File: config.mk
export PLATFORM = sky130hd
export DESIGN_NAME = md2_hash_engine_top
export DESIGN_NICKNAME = d
export VERILOG_FILES = /design/src/sv/md2_pkg.sv /design/src/sv/md2_mix_ram.sv /design/src/sv/md2_hash_engine_top.sv
export VERILOG_INCLUDE_DIRS = /design/src /design/src/sv
export SDC_FILE = /design/constraint.sdc
export NUM_CORES = 2
export LEC_CHECK = 0
export ABC_CLOCK_PERIOD_IN_PS = 11600
export BUFFER_PORTS_ARGS = -buffer_cell sky130_fd_sc_hd__buf_2
export CAP_MARGIN = 20
export CORE_MARGIN = 2
export CORE_UTILIZATION = 30
export CTS_CLUSTER_SIZE = 20
export DETAILED_ROUTE_END_ITERATION = 8
export RECOVER_POWER = 25
export SYNTH_ARGS = -nofsm -noshare
export SYNTH_HDL_FRONTEND = slang
export SYNTH_SLANG_ARGS = --single-unit
File: constraint.sdc
create_clock -name clk_i -period 11.6 [get_ports clk_i]
set_input_delay 1.16 -clock clk_i [delete_from_list [all_inputs] [get_ports clk_i]]
set_output_delay 1.16 -clock clk_i [all_outputs]
set_load 0.1 [all_outputs]
File: src/sv/assert_macros.svh
// assertion macros shared by the md2 hash engine rtl
// no dependencies; assertions drop out when SYNTHESIS is defined
`ifndef ASSERT_MACROS_SVH
`define ASSERT_MACROS_SVH
`ifndef SYNTHESIS
`define ASSERT_AT(label, clk, rstn, prop, msg) \
  label: assert property (@(posedge clk) disable iff (!rstn) prop) else $error(msg);
`define ASSERT_DEF(label, prop, msg) `ASSERT_AT(label, clk_i, rst_ni, prop, msg)
`else
`define ASSERT_AT(label, clk, rstn, prop, msg)
`define ASSERT_DEF(label, prop, msg)
`endif
`endif

File: src/sv/md2_pkg.sv
// md2 hash engine package: sizes, beat types, state ram request and the md2 s-box
// used by md2_mix_ram and md2_hash_engine_top
package md2_pkg;

  localparam int unsigned ROUNDS      = 18;
  localparam int unsigned STATE_BYTES = 48;
  localparam int unsigned BLOCK_BYTES = 16;
  localparam int unsigned SBOX_SIZE   = 256;

  localparam int unsigned ADDR_W  = $clog2(STATE_BYTES);
  localparam int unsigned ROUND_W = $clog2(ROUNDS);
  localparam int unsigned IDX_W   = $clog2(BLOCK_BYTES);

  typedef struct packed {
    logic [7:0] data_byte;
    logic       byte_present;
    logic       end_of_message;
  } in_item_t;

  typedef struct packed {
    logic [7:0] digest_byte;
    logic       digest_last;
  } out_item_t;

  typedef struct packed {
    logic              we;
    logic [ADDR_W-1:0] waddr;
    logic [7:0]        wdata;
    logic              re;
    logic [ADDR_W-1:0] raddr;
    logic              clr;
  } ram_req_t;

  localparam logic [7:0] SBOX [SBOX_SIZE] = '{
    8'd41,  8'd46,  8'd67,  8'd201, 8'd162, 8'd216, 8'd124, 8'd1,
    8'd61,  8'd54,  8'd84,  8'd161, 8'd236, 8'd240, 8'd6,   8'd19,
    8'd98,  8'd167, 8'd5,   8'd243, 8'd192, 8'd199, 8'd115, 8'd140,
    8'd152, 8'd147, 8'd43,  8'd217, 8'd188, 8'd76,  8'd130, 8'd202,
    8'd30,  8'd155, 8'd87,  8'd60,  8'd253, 8'd212, 8'd224, 8'd22,
    8'd103, 8'd66,  8'd111, 8'd24,  8'd138, 8'd23,  8'd229, 8'd18,
    8'd190, 8'd78,  8'd196, 8'd214, 8'd218, 8'd158, 8'd222, 8'd73,
    8'd160, 8'd251, 8'd245, 8'd142, 8'd187, 8'd47,  8'd238, 8'd122,
    8'd169, 8'd104, 8'd121, 8'd145, 8'd21,  8'd178, 8'd7,   8'd63,
    8'd148, 8'd194, 8'd16,  8'd137, 8'd11,  8'd34,  8'd95,  8'd33,
    8'd128, 8'd127, 8'd93,  8'd154, 8'd90,  8'd144, 8'd50,  8'd39,
    8'd53,  8'd62,  8'd204, 8'd231, 8'd191, 8'd247, 8'd151, 8'd3,
    8'd255, 8'd25,  8'd48,  8'd179, 8'd72,  8'd165, 8'd181, 8'd209,
    8'd215, 8'd94,  8'd146, 8'd42,  8'd172, 8'd86,  8'd170, 8'd198,
    8'd79,  8'd184, 8'd56,  8'd210, 8'd150, 8'd164, 8'd125, 8'd182,
    8'd118, 8'd252, 8'd107, 8'd226, 8'd156, 8'd116, 8'd4,   8'd241,
    8'd69,  8'd157, 8'd112, 8'd89,  8'd100, 8'd113, 8'd135, 8'd32,
    8'd134, 8'd91,  8'd207, 8'd101, 8'd230, 8'd45,  8'd168, 8'd2,
    8'd27,  8'd96,  8'd37,  8'd173, 8'd174, 8'd176, 8'd185, 8'd246,
    8'd28,  8'd70,  8'd97,  8'd105, 8'd52,  8'd64,  8'd126, 8'd15,
    8'd85,  8'd71,  8'd163, 8'd35,  8'd221, 8'd81,  8'd175, 8'd58,
    8'd195, 8'd92,  8'd249, 8'd206, 8'd186, 8'd197, 8'd234, 8'd38,
    8'd44,  8'd83,  8'd13,  8'd110, 8'd133, 8'd40,  8'd132, 8'd9,
    8'd211, 8'd223, 8'd205, 8'd244, 8'd65,  8'd129, 8'd77,  8'd82,
    8'd106, 8'd220, 8'd55,  8'd200, 8'd108, 8'd193, 8'd171, 8'd250,
    8'd36,  8'd225, 8'd123, 8'd8,   8'd12,  8'd189, 8'd177, 8'd74,
    8'd120, 8'd136, 8'd149, 8'd139, 8'd227, 8'd99,  8'd232, 8'd109,
    8'd233, 8'd203, 8'd213, 8'd254, 8'd59,  8'd0,   8'd29,  8'd57,
    8'd242, 8'd239, 8'd183, 8'd14,  8'd102, 8'd88,  8'd208, 8'd228,
    8'd166, 8'd119, 8'd114, 8'd248, 8'd235, 8'd117, 8'd75,  8'd10,
    8'd49,  8'd68,  8'd80,  8'd180, 8'd143, 8'd237, 8'd31,  8'd26,
    8'd219, 8'd153, 8'd141, 8'd51,  8'd159, 8'd17,  8'd131, 8'd20
  };

endpackage

File: src/sv/md2_mix_ram.sv
// 48-byte md2 compression state ram, one write and one registered read per cycle
// uses md2_pkg and assert_macros.svh; per-entry valid flags make unwritten entries read zero
`include "assert_macros.svh"

module md2_mix_ram (
  input  logic              clk_i,
  input  logic              rst_ni,
  input  md2_pkg::ram_req_t req_i,
  output logic [7:0]        rdata_o
);

  logic [7:0]                       mem_q [md2_pkg::STATE_BYTES];
  logic [md2_pkg::STATE_BYTES-1:0]  vld_q;
  logic [md2_pkg::STATE_BYTES-1:0]  vld_d;
  logic [7:0]                       rdata_q;
  logic                             rvld_q;

  always_ff @(posedge clk_i) begin
    if (req_i.we) begin
      mem_q[req_i.waddr] <= req_i.wdata;
    end
    if (req_i.re) begin
      rdata_q <= mem_q[req_i.raddr];
    end
  end

  always_comb begin
    vld_d = vld_q;
    if (req_i.clr) begin
      vld_d = '0;
    end else if (req_i.we) begin
      vld_d[req_i.waddr] = 1'b1;
    end
  end

  always_ff @(posedge clk_i or negedge rst_ni) begin
    if (!rst_ni) begin
      vld_q  <= '0;
      rvld_q <= 1'b0;
    end else begin
      vld_q <= vld_d;
      if (req_i.re) begin
        rvld_q <= vld_q[req_i.raddr];
      end
    end
  end

  // entries never written since the last clear read as zero
  assign rdata_o = rvld_q ? rdata_q : 8'd0;

  `ASSERT_DEF(a_no_write_on_clear, !(req_i.we && req_i.clr), "state ram written during clear")

endmodule

File: src/sv/md2_hash_engine_top.sv
// md2 hash engine top level: byte input, block buffer, checksum and round sequencer
// uses md2_pkg, md2_mix_ram and assert_macros.svh
`include "assert_macros.svh"

// Takes a message one byte per beat and returns the 16-byte md2 digest as 16 output beats,
// first byte first, digest_last on the final one. A beat that neither completes a block nor
// ends the message leaves the engine idle for the next beat. A beat that completes a 16-byte
// block starts the compression, which runs one s-box lookup per cycle through the 48-byte
// state ram: a priming read of the ram and then 18 x 48 = 864 steps, with the checksum
// update riding along in the first 16 steps. An end beat leads to a padding step, a block
// compression and a checksum compression, then each digest byte takes a ram read and is
// held until its output beat is taken. No input is taken from a completed block until the
// engine is idle again. Reset needs no clearing pass: the state ram keeps a valid flag per
// entry and is cleared after each digest.
module md2_hash_engine_top (
  input  logic               clk_i,
  input  logic               rst_ni,
  input  logic               in_valid_i,
  output logic               in_ready_o,
  input  md2_pkg::in_item_t  in_i,
  output logic               out_valid_o,
  input  logic               out_ready_i,
  output md2_pkg::out_item_t out_o
);

  localparam logic [2:0] S_IDLE  = 3'd0;
  localparam logic [2:0] S_PAD   = 3'd1;
  localparam logic [2:0] S_PRIME = 3'd2;
  localparam logic [2:0] S_RUN   = 3'd3;
  localparam logic [2:0] S_FETCH = 3'd4;
  localparam logic [2:0] S_HOLD  = 3'd5;

  localparam logic [md2_pkg::ADDR_W-1:0]  K_LAST =
    md2_pkg::ADDR_W'(md2_pkg::STATE_BYTES - 1);
  localparam logic [md2_pkg::ROUND_W-1:0] R_LAST =
    md2_pkg::ROUND_W'(md2_pkg::ROUNDS - 1);
  localparam logic [md2_pkg::IDX_W-1:0]   IDX_LAST =
    md2_pkg::IDX_W'(md2_pkg::BLOCK_BYTES - 1);

  logic [2:0] state_q, state_d;
  logic [md2_pkg::IDX_W-1:0]   fill_q, fill_d;
  logic [md2_pkg::IDX_W-1:0]   idx_q, idx_d;
  logic [md2_pkg::ADDR_W-1:0]  k_q, k_d;
  logic [md2_pkg::ROUND_W-1:0] r_q, r_d;
  logic [7:0] t_q, t_d;
  logic [7:0] carry_q, carry_d;
  logic       chk_mode_q, chk_mode_d;
  logic       end_pend_q, end_pend_d;
  logic       padded_q, padded_d;
  logic       out_valid_q, out_valid_d;
  logic       last_q, last_d;

  logic [7:0] buf_q  [md2_pkg::BLOCK_BYTES];
  logic [7:0] buf_d  [md2_pkg::BLOCK_BYTES];
  logic [7:0] side_q [md2_pkg::BLOCK_BYTES];
  logic [7:0] side_d [md2_pkg::BLOCK_BYTES];
  logic [7:0] chk_q  [md2_pkg::BLOCK_BYTES];
  logic [7:0] chk_d  [md2_pkg::BLOCK_BYTES];

  md2_pkg::ram_req_t ram_req;
  logic [7:0] ram_rdata;

  logic [md2_pkg::IDX_W-1:0] k_lo;
  logic [7:0] blk_byte;
  logic [7:0] x_cur;
  logic [7:0] t_new;
  logic [7:0] chk_new;
  logic [7:0] pad_val;
  logic       in_beat;
  logic       step_done;

  md2_mix_ram u_mix_ram (
    .clk_i   (clk_i),
    .rst_ni  (rst_ni),
    .req_i   (ram_req),
    .rdata_o (ram_rdata)
  );

  assign in_beat   = in_valid_i && in_ready_o;
  assign k_lo      = k_q[md2_pkg::IDX_W-1:0];
  assign blk_byte  = chk_mode_q ? chk_q[k_lo] : buf_q[k_lo];
  assign step_done = (k_q == K_LAST) && (r_q == R_LAST);
  assign pad_val   = 8'(md2_pkg::BLOCK_BYTES) - {4'd0, fill_q};

  // round 0 builds the upper two thirds of the state on the fly:
  // bytes 16..31 are the block, bytes 32..47 the block xor the old low third
  always_comb begin
    x_cur = ram_rdata;
    if (r_q == '0) begin
      case (k_q[md2_pkg::ADDR_W-1:md2_pkg::IDX_W])
        2'd1:    x_cur = blk_byte;
        2'd2:    x_cur = side_q[k_lo];
        default: x_cur = ram_rdata;
      endcase
    end
  end

  assign t_new   = x_cur ^ md2_pkg::SBOX[t_q];
  assign chk_new = chk_q[k_lo] ^ md2_pkg::SBOX[buf_q[k_lo] ^ carry_q];

  always_comb begin
    state_d     = state_q;
    fill_d      = fill_q;
    idx_d       = idx_q;
    k_d         = k_q;
    r_d         = r_q;
    t_d         = t_q;
    carry_d     = carry_q;
    chk_mode_d  = chk_mode_q;
    end_pend_d  = end_pend_q;
    padded_d    = padded_q;
    out_valid_d = out_valid_q;
    last_d      = last_q;
    buf_d       = buf_q;
    side_d      = side_q;
    chk_d       = chk_q;
    ram_req     = '0;

    case (state_q)
      S_IDLE: begin
        if (in_beat) begin
          if (in_i.byte_present) begin
            buf_d[fill_q] = in_i.data_byte;
            if (fill_q == IDX_LAST) begin
              fill_d     = '0;
              end_pend_d = in_i.end_of_message;
              padded_d   = 1'b0;
              chk_mode_d = 1'b0;
              state_d    = S_PRIME;
            end else begin
              fill_d = fill_q + 1'b1;
              if (in_i.end_of_message) begin
                end_pend_d = 1'b1;
                state_d    = S_PAD;
              end
            end
          end else if (in_i.end_of_message) begin
            end_pend_d = 1'b1;
            state_d    = S_PAD;
          end
        end
      end
      S_PAD: begin
        for (int j = 0; j < md2_pkg::BLOCK_BYTES; j++) begin
          if (md2_pkg::IDX_W'(j) >= fill_q) begin
            buf_d[j] = pad_val;
          end
        end
        padded_d   = 1'b1;
        chk_mode_d = 1'b0;
        state_d    = S_PRIME;
      end
      S_PRIME: begin
        ram_req.re    = 1'b1;
        ram_req.raddr = '0;
        k_d           = '0;
        r_d           = '0;
        t_d           = 8'd0;
        state_d       = S_RUN;
      end
      S_RUN: begin
        ram_req.we    = 1'b1;
        ram_req.waddr = k_q;
        ram_req.wdata = t_new;
        ram_req.re    = !step_done;
        ram_req.raddr = (k_q == K_LAST) ? '0 : k_q + 1'b1;
        if ((r_q == '0) && (k_q[md2_pkg::ADDR_W-1:md2_pkg::IDX_W] == 2'd0)) begin
          side_d[k_lo] = blk_byte ^ ram_rdata;
          if (!chk_mode_q) begin
            chk_d[k_lo] = chk_new;
            carry_d     = chk_new;
          end
        end
        if (k_q == K_LAST) begin
          k_d = '0;
          r_d = r_q + 1'b1;
          t_d = t_new + {3'd0, r_q};
        end else begin
          k_d = k_q + 1'b1;
          t_d = t_new;
        end
        if (step_done) begin
          if (chk_mode_q) begin
            idx_d   = '0;
            state_d = S_FETCH;
          end else if (!end_pend_q) begin
            state_d = S_IDLE;
          end else if (!padded_q) begin
            state_d = S_PAD;
          end else begin
            chk_mode_d = 1'b1;
            state_d    = S_PRIME;
          end
        end
      end
      S_FETCH: begin
        ram_req.re    = 1'b1;
        ram_req.raddr = {2'd0, idx_q};
        out_valid_d   = 1'b1;
        last_d        = (idx_q == IDX_LAST);
        state_d       = S_HOLD;
      end
      S_HOLD: begin
        if (out_ready_i) begin
          out_valid_d = 1'b0;
          if (last_q) begin
            // digest done: back to the reset state for the next message
            ram_req.clr = 1'b1;
            fill_d      = '0;
            carry_d     = 8'd0;
            chk_mode_d  = 1'b0;
            end_pend_d  = 1'b0;
            padded_d    = 1'b0;
            for (int j = 0; j < md2_pkg::BLOCK_BYTES; j++) begin
              chk_d[j] = 8'd0;
            end
            state_d = S_IDLE;
          end else begin
            idx_d   = idx_q + 1'b1;
            state_d = S_FETCH;
          end
        end
      end
      default: begin
        state_d = S_IDLE;
      end
    endcase
  end

  always_ff @(posedge clk_i) begin
    buf_q  <= buf_d;
    side_q <= side_d;
    k_q    <= k_d;
    r_q    <= r_d;
    t_q    <= t_d;
    idx_q  <= idx_d;
    last_q <= last_d;
  end

  always_ff @(posedge clk_i or negedge rst_ni) begin
    if (!rst_ni) begin
      state_q     <= S_IDLE;
      fill_q      <= '0;
      carry_q     <= 8'd0;
      chk_mode_q  <= 1'b0;
      end_pend_q  <= 1'b0;
      padded_q    <= 1'b0;
      out_valid_q <= 1'b0;
      for (int j = 0; j < md2_pkg::BLOCK_BYTES; j++) begin
        chk_q[j] <= 8'd0;
      end
    end else begin
      state_q     <= state_d;
      fill_q      <= fill_d;
      carry_q     <= carry_d;
      chk_mode_q  <= chk_mode_d;
      end_pend_q  <= end_pend_d;
      padded_q    <= padded_d;
      out_valid_q <= out_valid_d;
      chk_q       <= chk_d;
    end
  end

  assign in_ready_o        = (state_q == S_IDLE);
  assign out_valid_o       = out_valid_q;
  assign out_o.digest_byte = ram_rdata;
  assign out_o.digest_last = last_q;

  `ASSERT_DEF(a_in_out_exclusive, !(in_ready_o && out_valid_o), "input ready while digest pending")
  `ASSERT_DEF(a_write_only_in_run, ram_req.we |-> (state_q == S_RUN), "state ram write outside rounds")
  `ASSERT_DEF(a_step_bounds, (state_q == S_RUN) |-> ((r_q <= R_LAST) && (k_q <= K_LAST)), "round step out of range")
  `ASSERT_DEF(a_last_beat_clears, (out_valid_o && out_ready_i && out_o.digest_last) |=> ((state_q == S_IDLE) && (fill_q == '0) && (carry_q == 8'd0)), "state not cleared after digest")
  `ASSERT_DEF(a_hold_keeps_read, (state_q == S_HOLD) |-> !ram_req.re, "digest byte overwritten while held")

endmodule
==> results.ini <==
[sta]
drv_slew=391
fin_tns_setup_ps=0
clock.fmax_mhz=115
hold_viol=0
fin_ws_ps=2940
relSlewSlack_pct=-359
grt_setup_unrepaired=false
fin_crit_sh_pct=74.7
skew_ps=73.5
worstMarginPinSlew_ps=6890
setup_viol=0
period_needed_ps=8660

[layout]
fin_nets=3927
seqCellArea_um2=25100
drive_gt1_share_pct=10.4
multi_input_area_um2=18100
syn_to_final_growth_pct=10.9
finish.utilization_pct=33.5
fillers=14600

[yosys]
synth-edff-count=672
synth_area_per_cell_um2=11.2
synth_top_cell_by_area=edfxtp_1
ys.flop_type=edfxtp_1
ys_ff_latch=868
mappedNetlistArea_um2=44700
synth_cell_type_count=98
async_flop_share_pct=22.6
yosysTopAreaCellShare_pct=45.1
yosys-top-cells-area=edfxtp_1 45%, dfrtp_1 11%, nand2_1 5.8%
yosysWarningCount=0
syn_inst=4006
yosysMostFrequentCell=nand2_1
synth_common_cells=685 x nand2_1, 672 x edfxtp_1, 244 x nand3_1
syn_nets=4070
ys_seq_area_share_pct=56.1

[global_route]
grt_pass1_wl_mm=212
antenna_found_initial=8
grtUsageTotal_pct=18.0
grt-ovfl-total=0
grt_pass1_vias=32400
grt_max_degree=143

[place]
place_congestion=0.942
place_hpwl_mm=88.8
portBuffers=24
dp_slack_ps=5200

[detailed_routing]
ant_nets=0
vias=34000
routed_wl_mm=142
dr.first_iter.drc_count=4041
routedWlPerCell_um=24.1
drc=0
vias_per_cell=5.79
first_pass_iters=6

[cts]
cts_resized=0
cts_root_buffer=clkbuf_16
postCtsHoldBufs=0
numCtsBuffers=92
path_clk_slew_ps=60
insertion_delay_ps=700
clock_sinks=868
cts.htree.levels=3
cts_tree=built
clockBufferDepth=3
postCtsSetupBuffers=0

[worst_setup_path]
critPathCaptureType=flop
critPathLaunchType=flop
r2r_slack_ps=2940
path_max_fanout=59
crit_required_ps=12170
arrival_ps=9230
crit_type=flop to flop

[status]
violations=max-capacitance violations, max-slew violations
status=finished with violations

[worst_hold_path]
worst_hold_path_type=flop to flop

[floorplanning]
ios=25
die_h_um=390
die_w_um=390
initial_core_util_pct=30.2
rows=141
die-area_um2=152000
coreArea_um2=148000

[flow_run]
max_cap_violations=8

==> flip-flops by register name, summed over array words and instances, names as in the netlist <==
signal             count
last_q                 1
chk_q                128
u_mix_ram.rdata_q      8
out_valid_o            1
chk_mode_q             1
k_q                    6
padded_q               1
u_mix_ram.rvld_q       1
side_q               128
t_q                    8
u_mix_ram.mem_q      384
end_pend_q             1
r_q                    5
u_mix_ram.vld_q       48
fill_q                 4
state_q                3
buf_q                128
carry_q                8
idx_q                  4
==> layout make-up <==
cell class / count / share of cell area (%)
antenna: 2 / 0.0101
multi-input combinational: 2756 / 36.4
timing repair buffer: 106 / 1.52
tap: 1930 / 4.87
sequential: 868 / 50.6
clock buffer: 137 / 5.35
inverter: 39 / 0.300
clock inverter: 37 / 0.959
==> metal layers <==
layer	vias up	GRT usage, %	share of wire, %	wire [um]
met5	-	0	0.051	72
met1	17000	25.0	42	59400
met3	360	3.44	8.7	12300
met4	12	6.54	3.6	5130
li1	14900	-	-	-
met2	1668	28.1	46	64700
==> worst paths after layout <==
check                                    from            endpoint  depth (start not counted)
min reg2reg                u_mix_ram.vld_q[9]  u_mix_ram.vld_q[9]                          1
max reg2reg                            k_q[1]          carry_q[0]                         13
min in group asynchronous              rst_ni           chk_q[44]                          1
max in group asynchronous              rst_ni          chk_q[111]                          2
min                        u_mix_ram.vld_q[9]  u_mix_ram.vld_q[9]                          1
max                                    k_q[1]          carry_q[0]                         13
==> stage by stage <==
stage | instance area [um^2] | cells | hold slack (ps)
5_1_grt | 49600 | 5875 | 502
2_1_floorplan | 44700 | 4006 | 464
6_report | 49600 | 5875 | 490
4_1_cts | 49500 | 5863 | 489
3_3_place_gp | 46400 | 5688 | 461
3_5_place_dp | 46400 | 5689 | 469
==> worst max-delay path, cell delays in order, from the launching register on <==
cell and delay, ps:
edfxtp_1 920, clkbuf_1 2820, and2_1 810, a22oi_1 230, nand3_1 260, a21o_1 520, nand2_1 260, buf_4 340
nor2_1 550, o221ai_1 240, o211ai_1 430, o221ai_2 200, xnor2_2 720, a22o_1 240
==> cells in the final DEF (no fill, tap or decap), drive strengths merged, types with 26 or more instances in the layout <==
cell type,n
nor3,45
buf,93
a21oi,203
o21a,50
inv,42
nor2,243
mux2i,50
and3,73
edfxtp,672
a211oi,50
clkbuf,150
o21ai,230
dfrtp,196
a22oi,28
clkinv,26
ha,49
o311ai,27
a311oi,93
nand2,686
o211ai,39
a31oi,56
a22o,141
nand3,246
mux4,116
==> cell families (layout without fill, tap and decap cells) <==
kind of cell | Yosys count | in the layout | synth area share (%)
multiplexers | 172 | 172 | 7.13
other | 0 | 2 | 0
flip-flops | 868 | 868 | 56.1
AO/OA/AOI/OAI | 1072 | 1072 | 16.5
AND/OR/NAND/NOR | 1416 | 1416 | 14.0
XOR/XNOR | 46 | 46 | 1.05
buffers and inverters | 382 | 319 | 3.75
adder cells (fa/ha/maj) | 50 | 50 | 1.42
Power is left out: the tool's default activity adds up to more than one toggle a clock period on the data nets, which glitch-free logic cannot reach.
